===== src/hw/rtl/bsld_pkg.sv =====
// bsld_pkg: shared widths, codes, reset values and unit command types
// for the battery short/leak detector. No dependencies.
package bsld_pkg;

    // Stream word widths
    localparam int IN_W  = 128;
    localparam int OUT_W = 24;

    // Field widths
    localparam int TIME_W   = 32;
    localparam int TEMP_W   = 8;
    localparam int OCV_W    = 16;
    localparam int CC_W     = 32;
    localparam int SOC_W    = 14;
    localparam int FCC_W    = 24;
    localparam int STATUS_W = 3;
    localparam int ISC_W    = 20;
    localparam int CHG_W    = 25;

    // Serial arithmetic units
    localparam int DIV_W     = 32;
    localparam int DIV_CNT_W = 6;
    localparam int MUL_AW    = 41;
    localparam int MUL_BW    = 14;
    localparam int MUL_PW    = MUL_AW + MUL_BW;
    localparam int MUL_CNT_W = 4;

    // Step counts of each serial operation
    localparam logic [DIV_CNT_W-1:0] FCC_DIV_STEPS  = 6'd24;
    localparam logic [DIV_CNT_W-1:0] CHG_DIV_STEPS  = 6'd32;
    localparam logic [DIV_CNT_W-1:0] ISC_DIV_STEPS  = 6'd20;
    localparam logic [MUL_CNT_W-1:0] SOC_MUL_STEPS  = 4'd14;
    localparam logic [MUL_CNT_W-1:0] CC_MUL_STEPS   = 4'd7;
    localparam logic [MUL_CNT_W-1:0] HOUR_MUL_STEPS = 4'd12;

    // Scale constants
    localparam logic [DIV_W-1:0]  PCT_SCALE     = 32'd100;
    localparam logic [MUL_BW-1:0] CC_SCALE      = 14'd100;
    localparam logic [MUL_BW-1:0] SECS_PER_HOUR = 14'd3600;

    // Sample acceptance window
    localparam logic signed [TEMP_W-1:0] TBATT_LOW   = 8'sd10;
    localparam logic signed [TEMP_W-1:0] TBATT_HIGH  = 8'sd45;
    localparam logic [OCV_W-1:0]         OCV_LOW_MV  = 16'd3000;
    localparam logic [OCV_W-1:0]         OCV_HIGH_MV = 16'd4500;

    // Result status codes
    localparam logic [STATUS_W-1:0] ST_WAIT      = 3'd0;
    localparam logic [STATUS_W-1:0] ST_REJECTED  = 3'd1;
    localparam logic [STATUS_W-1:0] ST_FIRST     = 3'd2;
    localparam logic [STATUS_W-1:0] ST_RESTARTED = 3'd3;
    localparam logic [STATUS_W-1:0] ST_INVALID   = 3'd4;
    localparam logic [STATUS_W-1:0] ST_NO_REPORT = 3'd5;
    localparam logic [STATUS_W-1:0] ST_REPORTED  = 3'd6;

    // Register indexes (byte address = 4 * index)
    localparam logic [2:0] REG_ACT_LOOP        = 3'd0;
    localparam logic [2:0] REG_RECHARGE_CC     = 3'd1;
    localparam logic [2:0] REG_TBAT_DELTA_MAX  = 3'd2;
    localparam logic [2:0] REG_ISC_VALID_MIN   = 3'd3;
    localparam logic [2:0] REG_ISC_VALID_MAX   = 3'd4;
    localparam logic [2:0] REG_ISC_THRESHOLD   = 3'd5;
    localparam logic [2:0] REG_REPORT_CNT_MAX  = 3'd6;
    localparam logic [2:0] REG_REPORT_INTERVAL = 3'd7;

    // Register reset values
    localparam logic [7:0]  RST_ACT_LOOP        = 8'd30;
    localparam logic [23:0] RST_RECHARGE_CC     = 24'd5000;
    localparam logic [6:0]  RST_TBAT_DELTA_MAX  = 7'd10;
    localparam logic [19:0] RST_ISC_VALID_MIN   = 20'd0;
    localparam logic [19:0] RST_ISC_VALID_MAX   = 20'd100000;
    localparam logic [19:0] RST_ISC_THRESHOLD   = 20'd10000;
    localparam logic [7:0]  RST_REPORT_CNT_MAX  = 8'd3;
    localparam logic [31:0] RST_REPORT_INTERVAL = 32'd86400;

    // Unit commands
    typedef struct packed {
        logic                 start;
        logic [DIV_CNT_W-1:0] count;
    } div_cmd_t;

    typedef struct packed {
        logic                 start;
        logic [MUL_CNT_W-1:0] count;
    } mul_cmd_t;

endpackage


===== src/hw/rtl/bsld_div.sv =====
// bsld_div: bit-serial restoring divider, one quotient bit per cycle.
// Depends on bsld_pkg.
module bsld_div (
    input  logic                    aclk,
    input  logic                    aresetn,
    input  bsld_pkg::div_cmd_t      cmd,
    input  logic [bsld_pkg::DIV_W-1:0] rem_init,
    input  logic [bsld_pkg::DIV_W-1:0] dividend,
    input  logic [bsld_pkg::DIV_W-1:0] divisor,
    output logic                    done,
    output logic [bsld_pkg::DIV_W-1:0] quot
);
    import bsld_pkg::*;

    logic                 busy_reg, busy_next;
    logic                 done_reg, done_next;
    logic [DIV_CNT_W-1:0] cnt_reg, cnt_next;
    logic [DIV_W-1:0]     rem_reg, rem_next;
    logic [DIV_W-1:0]     q_reg, q_next;
    logic [DIV_W-1:0]     dvs_reg, dvs_next;
    logic [DIV_W:0]       trial;
    logic [DIV_W:0]       diff;
    logic                 fits;

    // One restoring step: shift in next dividend bit, try subtract
    assign trial = {rem_reg, q_reg[DIV_W-1]};
    assign diff  = trial - {1'b0, dvs_reg};
    assign fits  = trial >= {1'b0, dvs_reg};

    always_comb begin
        busy_next = busy_reg;
        done_next = 1'b0;
        cnt_next  = cnt_reg;
        rem_next  = rem_reg;
        q_next    = q_reg;
        dvs_next  = dvs_reg;
        if (cmd.start) begin
            busy_next = 1'b1;
            cnt_next  = cmd.count;
            rem_next  = rem_init;
            q_next    = dividend;
            dvs_next  = divisor;
        end else if (busy_reg) begin
            rem_next = fits ? diff[DIV_W-1:0] : trial[DIV_W-1:0];
            q_next   = {q_reg[DIV_W-2:0], fits};
            cnt_next = cnt_reg - 1'b1;
            if (cnt_reg == DIV_CNT_W'(1)) begin
                busy_next = 1'b0;
                done_next = 1'b1;
            end
        end
    end

    // Control state
    always_ff @(posedge aclk) begin
        if (!aresetn) begin
            busy_reg <= 1'b0;
            done_reg <= 1'b0;
            cnt_reg  <= '0;
        end else begin
            busy_reg <= busy_next;
            done_reg <= done_next;
            cnt_reg  <= cnt_next;
        end
    end

    // Datapath
    always_ff @(posedge aclk) begin
        rem_reg <= rem_next;
        q_reg   <= q_next;
        dvs_reg <= dvs_next;
    end

    assign done = done_reg;
    assign quot = q_reg;

endmodule


===== src/hw/rtl/bsld_mul.sv =====
// bsld_mul: bit-serial shift-add multiplier, one multiplier bit per cycle.
// Depends on bsld_pkg.
module bsld_mul (
    input  logic                        aclk,
    input  logic                        aresetn,
    input  bsld_pkg::mul_cmd_t          cmd,
    input  logic [bsld_pkg::MUL_AW-1:0] a_in,
    input  logic [bsld_pkg::MUL_BW-1:0] b_in,
    output logic                        done,
    output logic [bsld_pkg::MUL_PW-1:0] prod
);
    import bsld_pkg::*;

    logic                 busy_reg, busy_next;
    logic                 done_reg, done_next;
    logic [MUL_CNT_W-1:0] cnt_reg, cnt_next;
    logic [MUL_PW-1:0]    acc_reg, acc_next;
    logic [MUL_PW-1:0]    a_reg, a_next;
    logic [MUL_BW-1:0]    b_reg, b_next;

    always_comb begin
        busy_next = busy_reg;
        done_next = 1'b0;
        cnt_next  = cnt_reg;
        acc_next  = acc_reg;
        a_next    = a_reg;
        b_next    = b_reg;
        if (cmd.start) begin
            busy_next = 1'b1;
            cnt_next  = cmd.count;
            acc_next  = '0;
            a_next    = {{MUL_BW{1'b0}}, a_in};
            b_next    = b_in;
        end else if (busy_reg) begin
            // add shifted multiplicand when the low multiplier bit is set
            acc_next = acc_reg + (b_reg[0] ? a_reg : '0);
            a_next   = {a_reg[MUL_PW-2:0], 1'b0};
            b_next   = {1'b0, b_reg[MUL_BW-1:1]};
            cnt_next = cnt_reg - 1'b1;
            if (cnt_reg == MUL_CNT_W'(1)) begin
                busy_next = 1'b0;
                done_next = 1'b1;
            end
        end
    end

    always_ff @(posedge aclk) begin
        if (!aresetn) begin
            busy_reg <= 1'b0;
            done_reg <= 1'b0;
            cnt_reg  <= '0;
        end else begin
            busy_reg <= busy_next;
            done_reg <= done_next;
            cnt_reg  <= cnt_next;
        end
    end

    always_ff @(posedge aclk) begin
        acc_reg <= acc_next;
        a_reg   <= a_next;
        b_reg   <= b_next;
    end

    assign done = done_reg;
    assign prod = acc_reg;

endmodule


===== src/hw/rtl/battery_short_leak_detector.sv =====
// Battery short/leak detector: top level with sequencer, state, APB registers.
// Depends on bsld_pkg, bsld_div, bsld_mul.
//
// Usage: each s_ word is one charge-done tick; every act_loop-th tick is a
// sample. Each tick gives exactly one m_ word (status, leakage current in uA,
// report flag). The user writes registers over the APB port only while idle;
// the block itself does not enforce this. A tick that is not a sample, or is
// rejected, goes from the tick check straight to the result register. A sample
// goes through a bit-serial divider and shift-add multiplier, one bit per
// cycle, to be stored or to restart the pair, and on when a current is
// computed (divider steps 24 + 32 + 20, multiplier steps 14 + 7 + 12).
// One tick is worked on at a time; s_tready is high only in idle.
// The result register frees the core: a new tick is taken while the previous
// word still waits; the core then holds its result until m_tready frees the
// register. Reset (aresetn low, synchronous) clears the sample state, the
// report count and time, empties the output and restores register defaults.
module battery_short_leak_detector (
    input  logic                       aclk,
    input  logic                       aresetn,
    // tdata: time_sec[31:0], tbatt_c[39:32], ocv_mv[55:40],
    //        coulomb_count[87:56], ocv_soc[101:88], fcc_uah[125:102], zero pad
    input  logic                       s_tvalid,
    output logic                       s_tready,
    input  logic [bsld_pkg::IN_W-1:0]  s_tdata,
    // tdata: status[2:0], isc_ua[22:3], report[23]
    output logic                       m_tvalid,
    input  logic                       m_tready,
    output logic [bsld_pkg::OUT_W-1:0] m_tdata,
    // APB register port
    input  logic                       psel,
    input  logic                       penable,
    input  logic                       pwrite,
    input  logic [4:0]                 paddr,
    input  logic [31:0]                pwdata,
    output logic [31:0]                prdata,
    output logic                       pready
);
    import bsld_pkg::*;

    localparam logic [3:0] S_IDLE    = 4'd0;
    localparam logic [3:0] S_TICK    = 4'd1;
    localparam logic [3:0] S_DIV_FCC = 4'd2;
    localparam logic [3:0] S_MUL_SOC = 4'd3;
    localparam logic [3:0] S_DIV_CHG = 4'd4;
    localparam logic [3:0] S_FIRST   = 4'd5;
    localparam logic [3:0] S_MUL_DCC = 4'd6;
    localparam logic [3:0] S_RC      = 4'd7;
    localparam logic [3:0] S_SUM     = 4'd8;
    localparam logic [3:0] S_MUL_NUM = 4'd9;
    localparam logic [3:0] S_DIV_ISC = 4'd10;
    localparam logic [3:0] S_REPORT  = 4'd11;
    localparam logic [3:0] S_OUT     = 4'd12;

    // ---------------- configuration registers ----------------
    logic [7:0]  act_loop_reg;
    logic [23:0] recharge_cc_reg;
    logic [6:0]  tbat_delta_max_reg;
    logic [19:0] isc_valid_min_reg;
    logic [19:0] isc_valid_max_reg;
    logic [19:0] isc_threshold_reg;
    logic [7:0]  report_cnt_max_reg;
    logic [31:0] report_interval_reg;
    logic        cfg_wr;

    assign pready = 1'b1;
    assign cfg_wr = psel && penable && pwrite;

    always_ff @(posedge aclk) begin
        if (!aresetn) begin
            act_loop_reg        <= RST_ACT_LOOP;
            recharge_cc_reg     <= RST_RECHARGE_CC;
            tbat_delta_max_reg  <= RST_TBAT_DELTA_MAX;
            isc_valid_min_reg   <= RST_ISC_VALID_MIN;
            isc_valid_max_reg   <= RST_ISC_VALID_MAX;
            isc_threshold_reg   <= RST_ISC_THRESHOLD;
            report_cnt_max_reg  <= RST_REPORT_CNT_MAX;
            report_interval_reg <= RST_REPORT_INTERVAL;
        end else if (cfg_wr) begin
            case (paddr[4:2])
                REG_ACT_LOOP:        act_loop_reg        <= pwdata[7:0];
                REG_RECHARGE_CC:     recharge_cc_reg     <= pwdata[23:0];
                REG_TBAT_DELTA_MAX:  tbat_delta_max_reg  <= pwdata[6:0];
                REG_ISC_VALID_MIN:   isc_valid_min_reg   <= pwdata[19:0];
                REG_ISC_VALID_MAX:   isc_valid_max_reg   <= pwdata[19:0];
                REG_ISC_THRESHOLD:   isc_threshold_reg   <= pwdata[19:0];
                REG_REPORT_CNT_MAX:  report_cnt_max_reg  <= pwdata[7:0];
                REG_REPORT_INTERVAL: report_interval_reg <= pwdata;
                default: ;
            endcase
        end
    end

    // Register readback
    always_comb begin
        case (paddr[4:2])
            REG_ACT_LOOP:        prdata = {24'd0, act_loop_reg};
            REG_RECHARGE_CC:     prdata = {8'd0, recharge_cc_reg};
            REG_TBAT_DELTA_MAX:  prdata = {25'd0, tbat_delta_max_reg};
            REG_ISC_VALID_MIN:   prdata = {12'd0, isc_valid_min_reg};
            REG_ISC_VALID_MAX:   prdata = {12'd0, isc_valid_max_reg};
            REG_ISC_THRESHOLD:   prdata = {12'd0, isc_threshold_reg};
            REG_REPORT_CNT_MAX:  prdata = {24'd0, report_cnt_max_reg};
            REG_REPORT_INTERVAL: prdata = report_interval_reg;
            default:             prdata = '0;
        endcase
    end

    // ---------------- serial units ----------------
    div_cmd_t          div_cmd;
    logic [DIV_W-1:0]  div_rem_init, div_dividend, div_divisor;
    logic              div_done;
    logic [DIV_W-1:0]  div_quot;
    mul_cmd_t          mul_cmd;
    logic [MUL_AW-1:0] mul_a;
    logic [MUL_BW-1:0] mul_b;
    logic              mul_done;
    logic [MUL_PW-1:0] mul_prod;

    bsld_div u_div (
        .aclk     (aclk),
        .aresetn  (aresetn),
        .cmd      (div_cmd),
        .rem_init (div_rem_init),
        .dividend (div_dividend),
        .divisor  (div_divisor),
        .done     (div_done),
        .quot     (div_quot)
    );

    bsld_mul u_mul (
        .aclk    (aclk),
        .aresetn (aresetn),
        .cmd     (mul_cmd),
        .a_in    (mul_a),
        .b_in    (mul_b),
        .done    (mul_done),
        .prod    (mul_prod)
    );

    // ---------------- state ----------------
    logic [3:0]                 state_reg, state_next;
    logic [7:0]                 tick_reg, tick_next;
    logic                       have_first_reg, have_first_next;
    logic [TIME_W-1:0]          first_time_reg, first_time_next;
    logic signed [TEMP_W-1:0]   first_temp_reg, first_temp_next;
    logic [CHG_W-1:0]           first_chg_reg, first_chg_next;
    logic signed [CC_W-1:0]     first_cc_reg, first_cc_next;
    logic [7:0]                 reports_reg, reports_next;
    logic [TIME_W-1:0]          last_rep_reg, last_rep_next;

    // Latched word
    logic [TIME_W-1:0]          now_reg, now_next;
    logic signed [TEMP_W-1:0]   temp_reg, temp_next;
    logic [OCV_W-1:0]           ocv_reg, ocv_next;
    logic signed [CC_W-1:0]     cc_reg, cc_next;
    logic [SOC_W-1:0]           soc_reg, soc_next;
    logic [FCC_W-1:0]           fcc_reg, fcc_next;

    // Working registers
    logic [CHG_W-1:0]           charge_reg, charge_next;
    logic signed [CHG_W:0]      chg_diff_reg, chg_diff_next;
    logic                       neg_reg, neg_next;
    logic signed [39:0]         dcc_reg, dcc_next;
    logic signed [40:0]         sum_reg, sum_next;
    logic [31:0]                dt_reg, dt_next;
    logic [ISC_W-1:0]           isc_reg, isc_next;

    // Result and output registers
    logic [STATUS_W-1:0]        res_status_reg, res_status_next;
    logic [ISC_W-1:0]           res_isc_reg, res_isc_next;
    logic                       res_rep_reg, res_rep_next;
    logic                       m_tvalid_reg, m_tvalid_next;
    logic [OUT_W-1:0]           m_data_reg, m_data_next;

    // Combinational helpers
    logic [7:0]                 tick_inc;
    logic                       range_bad;
    logic signed [CC_W:0]       dcc_raw;
    logic [CC_W:0]              dcc_mag;
    logic signed [TEMP_W:0]     dtemp;
    logic [TEMP_W:0]            dtemp_mag;
    logic signed [TIME_W:0]     dt_full;
    logic [40:0]                sum_mag;
    logic [52:0]                num_mag;
    logic [ISC_W-1:0]           isc_val;
    logic signed [TIME_W:0]     since_rep;

    assign s_tready = (state_reg == S_IDLE);
    assign m_tvalid = m_tvalid_reg;
    assign m_tdata  = m_data_reg;

    assign tick_inc  = tick_reg + 8'd1;
    assign range_bad = (temp_reg > TBATT_HIGH) || (temp_reg < TBATT_LOW) ||
                       (ocv_reg > OCV_HIGH_MV) || (ocv_reg <= OCV_LOW_MV);
    assign dcc_raw   = {first_cc_reg[CC_W-1], first_cc_reg} - {cc_reg[CC_W-1], cc_reg};
    assign dcc_mag   = dcc_raw[CC_W] ? (CC_W+1)'(-dcc_raw) : dcc_raw;
    assign dtemp     = {first_temp_reg[TEMP_W-1], first_temp_reg}
                       - {temp_reg[TEMP_W-1], temp_reg};
    assign dtemp_mag = dtemp[TEMP_W] ? (TEMP_W+1)'(-dtemp) : dtemp;
    assign dt_full   = {1'b0, now_reg} - {1'b0, first_time_reg};
    assign sum_mag   = sum_reg[40] ? 41'(-sum_reg) : sum_reg;
    assign num_mag   = mul_prod[52:0];
    assign isc_val   = neg_reg ? '0 : div_quot[ISC_W-1:0];
    assign since_rep = {1'b0, now_reg} - {1'b0, last_rep_reg};

    // ---------------- sequencer ----------------
    always_comb begin
        state_next      = state_reg;
        tick_next       = tick_reg;
        have_first_next = have_first_reg;
        first_time_next = first_time_reg;
        first_temp_next = first_temp_reg;
        first_chg_next  = first_chg_reg;
        first_cc_next   = first_cc_reg;
        reports_next    = reports_reg;
        last_rep_next   = last_rep_reg;
        now_next        = now_reg;
        temp_next       = temp_reg;
        ocv_next        = ocv_reg;
        cc_next         = cc_reg;
        soc_next        = soc_reg;
        fcc_next        = fcc_reg;
        charge_next     = charge_reg;
        chg_diff_next   = chg_diff_reg;
        neg_next        = neg_reg;
        dcc_next        = dcc_reg;
        sum_next        = sum_reg;
        dt_next         = dt_reg;
        isc_next        = isc_reg;
        res_status_next = res_status_reg;
        res_isc_next    = res_isc_reg;
        res_rep_next    = res_rep_reg;
        div_cmd         = '0;
        div_rem_init    = '0;
        div_dividend    = '0;
        div_divisor     = PCT_SCALE;
        mul_cmd         = '0;
        mul_a           = '0;
        mul_b           = '0;

        // result register drains independently of the core
        m_tvalid_next = m_tvalid_reg && !m_tready;
        m_data_next   = m_data_reg;

        case (state_reg)
            S_IDLE: begin
                if (s_tvalid) begin
                    now_next   = s_tdata[31:0];
                    temp_next  = s_tdata[39:32];
                    ocv_next   = s_tdata[55:40];
                    cc_next    = s_tdata[87:56];
                    soc_next   = s_tdata[101:88];
                    fcc_next   = s_tdata[125:102];
                    state_next = S_TICK;
                end
            end
            S_TICK: begin
                res_isc_next = '0;
                res_rep_next = 1'b0;
                if (tick_inc < act_loop_reg) begin
                    tick_next       = tick_inc;
                    res_status_next = ST_WAIT;
                    state_next      = S_OUT;
                end else begin
                    tick_next = '0;
                    if (range_bad) begin
                        have_first_next = 1'b0;
                        res_status_next = ST_REJECTED;
                        state_next      = S_OUT;
                    end else begin
                        // fcc / 100, dividend left-aligned
                        div_cmd.start = 1'b1;
                        div_cmd.count = FCC_DIV_STEPS;
                        div_dividend  = {fcc_reg, 8'd0};
                        state_next    = S_DIV_FCC;
                    end
                end
            end
            S_DIV_FCC: begin
                if (div_done) begin
                    mul_cmd.start = 1'b1;
                    mul_cmd.count = SOC_MUL_STEPS;
                    mul_a         = {23'd0, div_quot[17:0]};
                    mul_b         = soc_reg;
                    state_next    = S_MUL_SOC;
                end
            end
            S_MUL_SOC: begin
                if (mul_done) begin
                    div_cmd.start = 1'b1;
                    div_cmd.count = CHG_DIV_STEPS;
                    div_dividend  = mul_prod[31:0];
                    state_next    = S_DIV_CHG;
                end
            end
            S_DIV_CHG: begin
                if (div_done) begin
                    charge_next = div_quot[CHG_W-1:0];
                    state_next  = S_FIRST;
                end
            end
            S_FIRST: begin
                if (!have_first_reg) begin
                    have_first_next = 1'b1;
                    first_time_next = now_reg;
                    first_temp_next = temp_reg;
                    first_chg_next  = charge_reg;
                    first_cc_next   = cc_reg;
                    res_status_next = ST_FIRST;
                    state_next      = S_OUT;
                end else begin
                    chg_diff_next = {1'b0, first_chg_reg} - {1'b0, charge_reg};
                    neg_next      = dcc_raw[CC_W];
                    // coulomb drop scaled to uAh
                    mul_cmd.start = 1'b1;
                    mul_cmd.count = CC_MUL_STEPS;
                    mul_a         = {8'd0, dcc_mag};
                    mul_b         = CC_SCALE;
                    state_next    = S_MUL_DCC;
                end
            end
            S_MUL_DCC: begin
                if (mul_done) begin
                    dcc_next   = neg_reg ? 40'(-$signed(mul_prod[39:0])) : mul_prod[39:0];
                    state_next = S_RC;
                end
            end
            S_RC: begin
                if (dcc_reg >= $signed({16'd0, recharge_cc_reg}) ||
                    dtemp_mag >= {2'd0, tbat_delta_max_reg}) begin
                    // recharge or temperature jump: restart the pair
                    first_time_next = now_reg;
                    first_temp_next = temp_reg;
                    first_chg_next  = charge_reg;
                    first_cc_next   = cc_reg;
                    res_status_next = ST_RESTARTED;
                    state_next      = S_OUT;
                end else begin
                    have_first_next = 1'b0;
                    if (dt_full[TIME_W] || dt_full == '0) begin
                        res_status_next = ST_INVALID;
                        state_next      = S_OUT;
                    end else begin
                        dt_next    = dt_full[TIME_W-1:0];
                        sum_next   = 41'(chg_diff_reg) + 41'(dcc_reg);
                        state_next = S_SUM;
                    end
                end
            end
            S_SUM: begin
                neg_next      = sum_reg[40];
                mul_cmd.start = 1'b1;
                mul_cmd.count = HOUR_MUL_STEPS;
                mul_a         = sum_mag;
                mul_b         = SECS_PER_HOUR;
                state_next    = S_MUL_NUM;
            end
            S_MUL_NUM: begin
                if (mul_done) begin
                    if (num_mag[52:20] >= {1'b0, dt_reg}) begin
                        // quotient magnitude at least 2^20: out of range
                        res_status_next = ST_INVALID;
                        state_next      = S_OUT;
                    end else begin
                        div_cmd.start = 1'b1;
                        div_cmd.count = ISC_DIV_STEPS;
                        div_rem_init  = num_mag[51:20];
                        div_dividend  = {num_mag[19:0], 12'd0};
                        div_divisor   = dt_reg;
                        state_next    = S_DIV_ISC;
                    end
                end
            end
            S_DIV_ISC: begin
                if (div_done) begin
                    if ((neg_reg && div_quot[ISC_W-1:0] != '0) ||
                        isc_val < isc_valid_min_reg || isc_val > isc_valid_max_reg) begin
                        res_status_next = ST_INVALID;
                        state_next      = S_OUT;
                    end else begin
                        isc_next   = isc_val;
                        state_next = S_REPORT;
                    end
                end
            end
            S_REPORT: begin
                res_isc_next    = isc_reg;
                res_status_next = ST_NO_REPORT;
                state_next      = S_OUT;
                if (isc_reg > isc_threshold_reg && reports_reg < report_cnt_max_reg &&
                    (last_rep_reg == '0 ||
                     since_rep >= $signed({1'b0, report_interval_reg}))) begin
                    reports_next    = reports_reg + 8'd1;
                    last_rep_next   = now_reg;
                    res_status_next = ST_REPORTED;
                    res_rep_next    = 1'b1;
                end
            end
            S_OUT: begin
                if (!m_tvalid_reg || m_tready) begin
                    m_tvalid_next = 1'b1;
                    m_data_next   = {res_rep_reg, res_isc_reg, res_status_reg};
                    state_next    = S_IDLE;
                end
            end
            default: state_next = S_IDLE;
        endcase
    end

    // Control and sample state
    always_ff @(posedge aclk) begin
        if (!aresetn) begin
            state_reg      <= S_IDLE;
            tick_reg       <= '0;
            have_first_reg <= 1'b0;
            first_time_reg <= '0;
            first_temp_reg <= '0;
            first_chg_reg  <= '0;
            first_cc_reg   <= '0;
            reports_reg    <= '0;
            last_rep_reg   <= '0;
            m_tvalid_reg   <= 1'b0;
        end else begin
            state_reg      <= state_next;
            tick_reg       <= tick_next;
            have_first_reg <= have_first_next;
            first_time_reg <= first_time_next;
            first_temp_reg <= first_temp_next;
            first_chg_reg  <= first_chg_next;
            first_cc_reg   <= first_cc_next;
            reports_reg    <= reports_next;
            last_rep_reg   <= last_rep_next;
            m_tvalid_reg   <= m_tvalid_next;
        end
    end

    // Payload registers
    always_ff @(posedge aclk) begin
        now_reg        <= now_next;
        temp_reg       <= temp_next;
        ocv_reg        <= ocv_next;
        cc_reg         <= cc_next;
        soc_reg        <= soc_next;
        fcc_reg        <= fcc_next;
        charge_reg     <= charge_next;
        chg_diff_reg   <= chg_diff_next;
        neg_reg        <= neg_next;
        dcc_reg        <= dcc_next;
        sum_reg        <= sum_next;
        dt_reg         <= dt_next;
        isc_reg        <= isc_next;
        res_status_reg <= res_status_next;
        res_isc_reg    <= res_isc_next;
        res_rep_reg    <= res_rep_next;
        m_data_reg     <= m_data_next;
    end

endmodule


===== config.mk =====
export PLATFORM = sky130hd
export DESIGN_NAME = battery_short_leak_detector
export DESIGN_NICKNAME = d
export VERILOG_FILES = /design/src/hw/rtl/bsld_pkg.sv /design/src/hw/rtl/bsld_div.sv /design/src/hw/rtl/bsld_mul.sv /design/src/hw/rtl/battery_short_leak_detector.sv
export SDC_FILE = /design/constraint.sdc
export NUM_CORES = 2
export LEC_CHECK = 0
export BUFFER_PORTS_ARGS = -buffer_cell sky130_fd_sc_hd__buf_2
export CAP_MARGIN = 20
export CORE_UTILIZATION = 47
export DETAILED_ROUTE_END_ITERATION = 10
export GPL_TIMING_DRIVEN = 1
export SYNTH_ARGS = -nofsm -noshare
export SYNTH_HDL_FRONTEND = slang
export SYNTH_SLANG_ARGS = --single-unit
export TNS_END_PERCENT = 20

===== constraint.sdc =====
create_clock -name aclk -period 24.6 [get_ports aclk]
set_input_delay 0 -clock aclk [delete_from_list [all_inputs] [get_ports aclk]]
set_output_delay 0 -clock aclk [all_outputs]
set_load 0.01 [all_outputs]

After elaboration in Yosys (flattened, before gate mapping)
Index checks and enable logic that the tools add are counted.

storage, ports and cells
  output and inout bits = 59
  flip-flop bits (word level) = 883
  bits of input ports = 172
  word-level logic and storage cells = 283

cells by class
  bitwise operators = 8
  $lt $le $gt $ge = 14
  add/subtract/negate cells = 16
  reductions and logical operators = 54
  eq/ne operators = 40
  muxes and demuxes = 103

operator list
  kind                                          count
  two-way mux 32 bit                            17
  one-hot mux 32 bit (8 select lines)           1
  one-hot mux 32 bit (2 select lines)           2
  two-way mux 41 bit                            3
  one-hot mux 41 bit (3 select lines)           1
  subtractor 32 x 32 -> 33 bit                  3
  one-hot mux 32 bit (3 select lines)           1
  greater-or-equal comparator 33 x 32 -> 1 bit  2
  two-way mux 33 bit                            2
  adder 55 bit                                  1
  two-way mux 55 bit                            1
  two-way mux 4 bit                             13
  one-hot mux 4 bit (13 select lines)           1
  two-way mux 25 bit                            2
  one-hot mux 25 bit (2 select lines)           1
  two-way mux 14 bit                            3
  two-way mux 7 bit                             6
  one-hot mux 14 bit (3 select lines)           1
  adder 26 x 40 -> 41 bit                       1
  negation 41 bit                               1
  greater-or-equal comparator 40 x 25 -> 1 bit  1
  > comparator 20 bit                           2
  two-way mux 40 bit                            1
  negation 40 bit                               1
  60 further kinds                              167

Depth between registers and ports, before layout
  word-level depth = 8
  mapped depth = 28
  gate-level depth less buffers = 25

Modules after synthesis
A second synthesis with hierarchy kept.

unflattened totals
  cells, all modules = 5,950
  area, all modules = 55,370.6 sq um

modules (own cells, without submodules)
  module                       sequential area each (sq um)  times used  area each (sq um)  cells an instance
  battery_short_leak_detector  16,585.9                      1           40,593.9           4,459
  bsld_mul                     3,153.0                       1           8,607.0            934
  bsld_div                     3,042.9                       1           6,169.7            557

Worst setup path before layout
OpenSTA, ideal clock, no wires.

  kind = reg2reg
  start = register temp_reg[0]
  end = register res_status_reg[0] (enable)
  clock period less this slack = 11.750 ns
  arrival time = 11.070 ns
  cell stages (with the launch flop) = 22
  data required time = 23.921 ns
  slack = 12.850 ns
  setup time = 0.679 ns
  buffers on the path = 1
  path through = edfxtp_1 > ha_1 > inv_1 > fa_1 > a211oi_1 > o21a_1 > or2_2 > a31o_2 > nand2_1 > o21ai_0 > ha_1 > a21o_1 > a21o_1 > a21o_1 > a21oi_1 > o21ai_0 > or4_1 > clkbuf_1 > nor2_1 > o21ai_0 > nor4_1 > a211oi_1

on the way
  cells in the longest elaborated chain, start to end = 7
  elaborated cells between the ends (all ways) = 13
  classes of those cells = 2 x add/sub; 3 x order compare; 2 x eq/ne; 1 x mux; 5 x reduce/logical

RTL lines
  element                                     line                                RTL
  start: declaration                          battery_short_leak_detector.sv:153  logic signed [TEMP_W-1:0] temp_reg, temp_next;
  start signal: assignment                    battery_short_leak_detector.sv:440  temp_reg <= temp_next;
  subtractor 8 x 8 -> 9 bit                   battery_short_leak_detector.sv:198  - {temp_reg[TEMP_W-1], temp_reg};
  negation 9 bit                              battery_short_leak_detector.sv:199  assign dtemp_mag = dtemp[TEMP_W] ? (TEMP_W+1)'(-dtemp) : dtemp;
  two-way mux 9 bit                           battery_short_leak_detector.sv:199
  greater-or-equal comparator 9 x 7 -> 1 bit  battery_short_leak_detector.sv:330  dtemp_mag >= {2'd0, tbat_delta_max_reg}) begin
  logical OR 1 bit                            battery_short_leak_detector.sv:329  if (dcc_reg >= $signed({16'd0, recharge_cc_reg}) ||
  inequality test 3 bit (no line)             -
  AND reduction 8 bit (no line) (*)           -
  end signal: assignment                      battery_short_leak_detector.sv:452  res_status_reg <= res_status_next;
  end: declaration                            battery_short_leak_detector.sv:169  logic [STATUS_W-1:0] res_status_reg, res_status_next;

Every way passes the cells marked *; elsewhere a longest branch is shown, timed or not.
A chain may end at the register's enable or synchronous reset.

Worst setup path in the final report
  start = register temp_reg[0]
  end = register res_status_reg[2] (enable)

The elaborated chain is that of the path after synthesis.

==> results.toml <==
[synthesis]
yosys_most_used_dff = "edfxtp_1"
synth_area_leaders = "edfxtp_1 (29%), dfxtp_1 (14%), ha_1 (10%)"
synth_edf_count = 510
synthArstFlopShare = 0
ys_warn_count = 0
synth_area_mm2 = 0.0530
ys_seq_area_frac = 0.428
synthCells = 5712
yosysUniqueCellTypes = 96
yosysTopAreaCell = "edfxtp_1"
syn-num-nets = 6323
synth.top_cell.area_share = 0.289
syn_avg_cell_area_um2 = 9.28
ys_ff_latch = 879

[grt]
grt_max_degree = 123
grt_pass1_vias = 41400
grt.overflow.total = 0
antenna_found_initial = 6
gr-usage-all-layers = 0.279
grt_pass1_wl_mm = 245

[floorplanning]
die_area_mm2 = 0.114
die_w_um = 338
core_area_mm2 = 0.111
fp.dieH_um = 338
initial_core_util = 0.477
io_pins = 231
placementRows = 122

[timing]
finalHoldViolCount = 0
fmax_mhz = 160
slew_violations = 0
timing.hold.ws_ns = 0.0399
setup_viol = 0
finalSetupTns_ns = 0
worst_pin_slew_ns = 1.22
post-route-min-period_ns = 6.23
fin_crit_sh = 0.253
rsz0062_at_grt = "false"
clock_skew_ns = 0.0550
slew_headroom = 0.176

[power]
p_clk_frac = 0.296
power_density_mw_per_mm2 = 87.3
p_comb_frac = 0.334
vdd.ir_drop.worst_mv = 0.0620
leakage_nw = 24.1
switchingPower_mw = 1.99
p_int_mw = 3.44
p_seq_frac = 0.370
finalPower_mw = 5.43
swShare = 0.367

[clock_tree]
post_cts.repair.setup_buffers = 0
cts_buffer_depth = 3
cts_num_sinks = 879
cts_root_buf = "clkbuf_16"
clk_pin_slew_ns = 0.06
cts_tree = "yes"
numCtsBuffers = 100
clock_latency_ns = 0.73
cts-htree-levels = 3

[layout]
area.sequential_mm2 = 0.0227
nFillCells = 9921
fin_cells = 7726
nets = 6758
fin_util = 0.558
final_common_cell = "nand2_1"
syn_to_final_growth_pct = 17.2
multi_input_area_mm2 = 0.0279
layout-drive-gt1-share = 0.0874
final_cell_mix = "nand2_1 (732), edfxtp_1 (510), a21oi_1 (491), ha_1 (431), inv_1 (429)"

[place]
dp.cells = 7238
gp_congestion = 0.958
io_buffers = 225
dp_hpwl_mm = 118

[drt]
detail-route-antenna-nets = 0
dr.pass1.iters = 6
routedWlPerCell_um = 21.0
drt-total-wl_mm = 162
route.met3.wl_mm = 10.3
wl_met2_mm = 72.6
vias = 44300
routed.top_layer = "met4"
drt_iter0_drc = 4266
wl_met1_mm = 74.2
avgViaCountPerCell = 5.74
drt_drc_violations_left = 0

[outcome]
status = "complete, no violations"

[critical_path]
critPathKind = "reg2reg"
critPathLaunchType = "register"
arrival_ns = 6.65
required_ns = 25.02
critPathCaptureType = "register"
worst-path-max-fanout = 42

[worst_hold_path]
hp-class = "in2reg"

[job]
drv_cap = 0
## worst paths after layout
check | startpoint | to | slack, ns | depth (start not counted)
max reg2reg | temp_reg[0]$_DFFE_PP_ | res_status_reg[2]$_DFFE_PP_ | 18.37 | 20
min | s_tdata[30] | now_reg[30]$_DFFE_PP_ | 0.04 | 2
max | temp_reg[0]$_DFFE_PP_ | res_status_reg[2]$_DFFE_PP_ | 18.37 | 20
min reg2reg | res_isc_reg[16]$_SDFFCE_PN0P_ | m_tdata[19]$_DFFE_PP_ | 0.42 | 0
## power by group through the flow
stage	clock, mW	combinational (mW)	sequential [mW]
finish	1.61	1.81	2.01
global route	1.69	1.99	2.02
CTS	1.63	1.79	2.00
detailed placement	0	1.74	2.04
global placement	0	1.72	2.03
floorplan	0	1.26	1.93
## critical path: stages (launching register included)
cell,delay (ns)
edfxtp_1,0.39
ha_1,0.21
inv_1,0.07
fa_1,0.23
a211oi_1,0.11
o21a_1,0.20
or2_2,0.30
a31o_2,0.27
o21ai_0,0.67
ha_1,0.37
a21o_1,0.16
a21o_1,0.18
a21o_1,0.18
a21oi_1,0.13
o21ai_0,0.10
or4_1,0.67
nor2_1,0.26
o21ai_0,0.19
nor4_2,0.39
buf_4,0.60
a211oi_1,0.22
## cell families after synthesis
family                   after synthesis  share of synthesized area
AND/OR/NAND/NOR                     1772                      0.158
AO/OA/AOI/OAI                       1530                      0.187
flip-flops                           879                      0.428
buffers and inverters                673                     0.0479
adder cells (fa/ha/maj)              439                      0.105
XOR/XNOR                             319                     0.0527
multiplexers                          99                     0.0221
other                                  1                  0.0000707
## timing repair
item / in CTS / in global routing
endpoints found under the hold margin: 314 / 0
gates resized for setup: 0 / 0
hold buffers: 294 / 0
setup endpoints to repair: 0 / 0
## cell usage after synthesis, types with 24 or more instances
cell type / number
xor2_1: 108
o21a_1: 52
mux2i_1: 80
a21o_1: 136
a21oi_1: 491
and3_1: 31
inv_1: 432
a31oi_1: 34
and2_1: 123
o31ai_1: 70
nand2_1: 733
nor2b_1: 85
nand3_1: 126
a221o_1: 27
nand2b_1: 64
nor4_1: 43
nand4_1: 53
o211ai_1: 54
ha_1: 431
clkbuf_1: 207
a211oi_1: 48
edfxtp_1: 510
or4_1: 24
xnor2_1: 211
dfxtp_1: 369
nor3_1: 76
or3_1: 32
nor2_1: 313
o21ai_0: 302
a22o_1: 45
a22oi_1: 27
## stage by stage
| stage | worst slack (ns) | instance area [µm²] |
|---|---|---|
| 3_5_place_dp | 18.44 | 55600 |
| 4_1_cts | 18.42 | 62100 |
| 5_1_grt | 18.18 | 62100 |
| 2_1_floorplan | 12.85 | 53000 |
| 6_report | 18.37 | 62100 |
| 3_3_place_gp | 18.53 | 55600 |
## layout make-up
| type | count | share of cell area |
|---|---|---|
| tap | 1488 | 0.0300 |
| inverter | 433 | 0.0263 |
| sequential | 879 | 0.365 |
| antenna | 3 | 0.000121 |
| timing repair buffer | 573 | 0.0720 |
| clock inverter | 58 | 0.0121 |
| clock buffer | 132 | 0.0455 |
| multi-input combinational | 4160 | 0.449 |
## routing by layer
layer / vias up / track usage
met1: 21300 / 0.397
met4: 0 / 0.0882
met3: 227 / 0.0340
met5: - / 0
met2: 1362 / 0.442
li1: 21500 / -
Power figures use the tool's default switching activity.
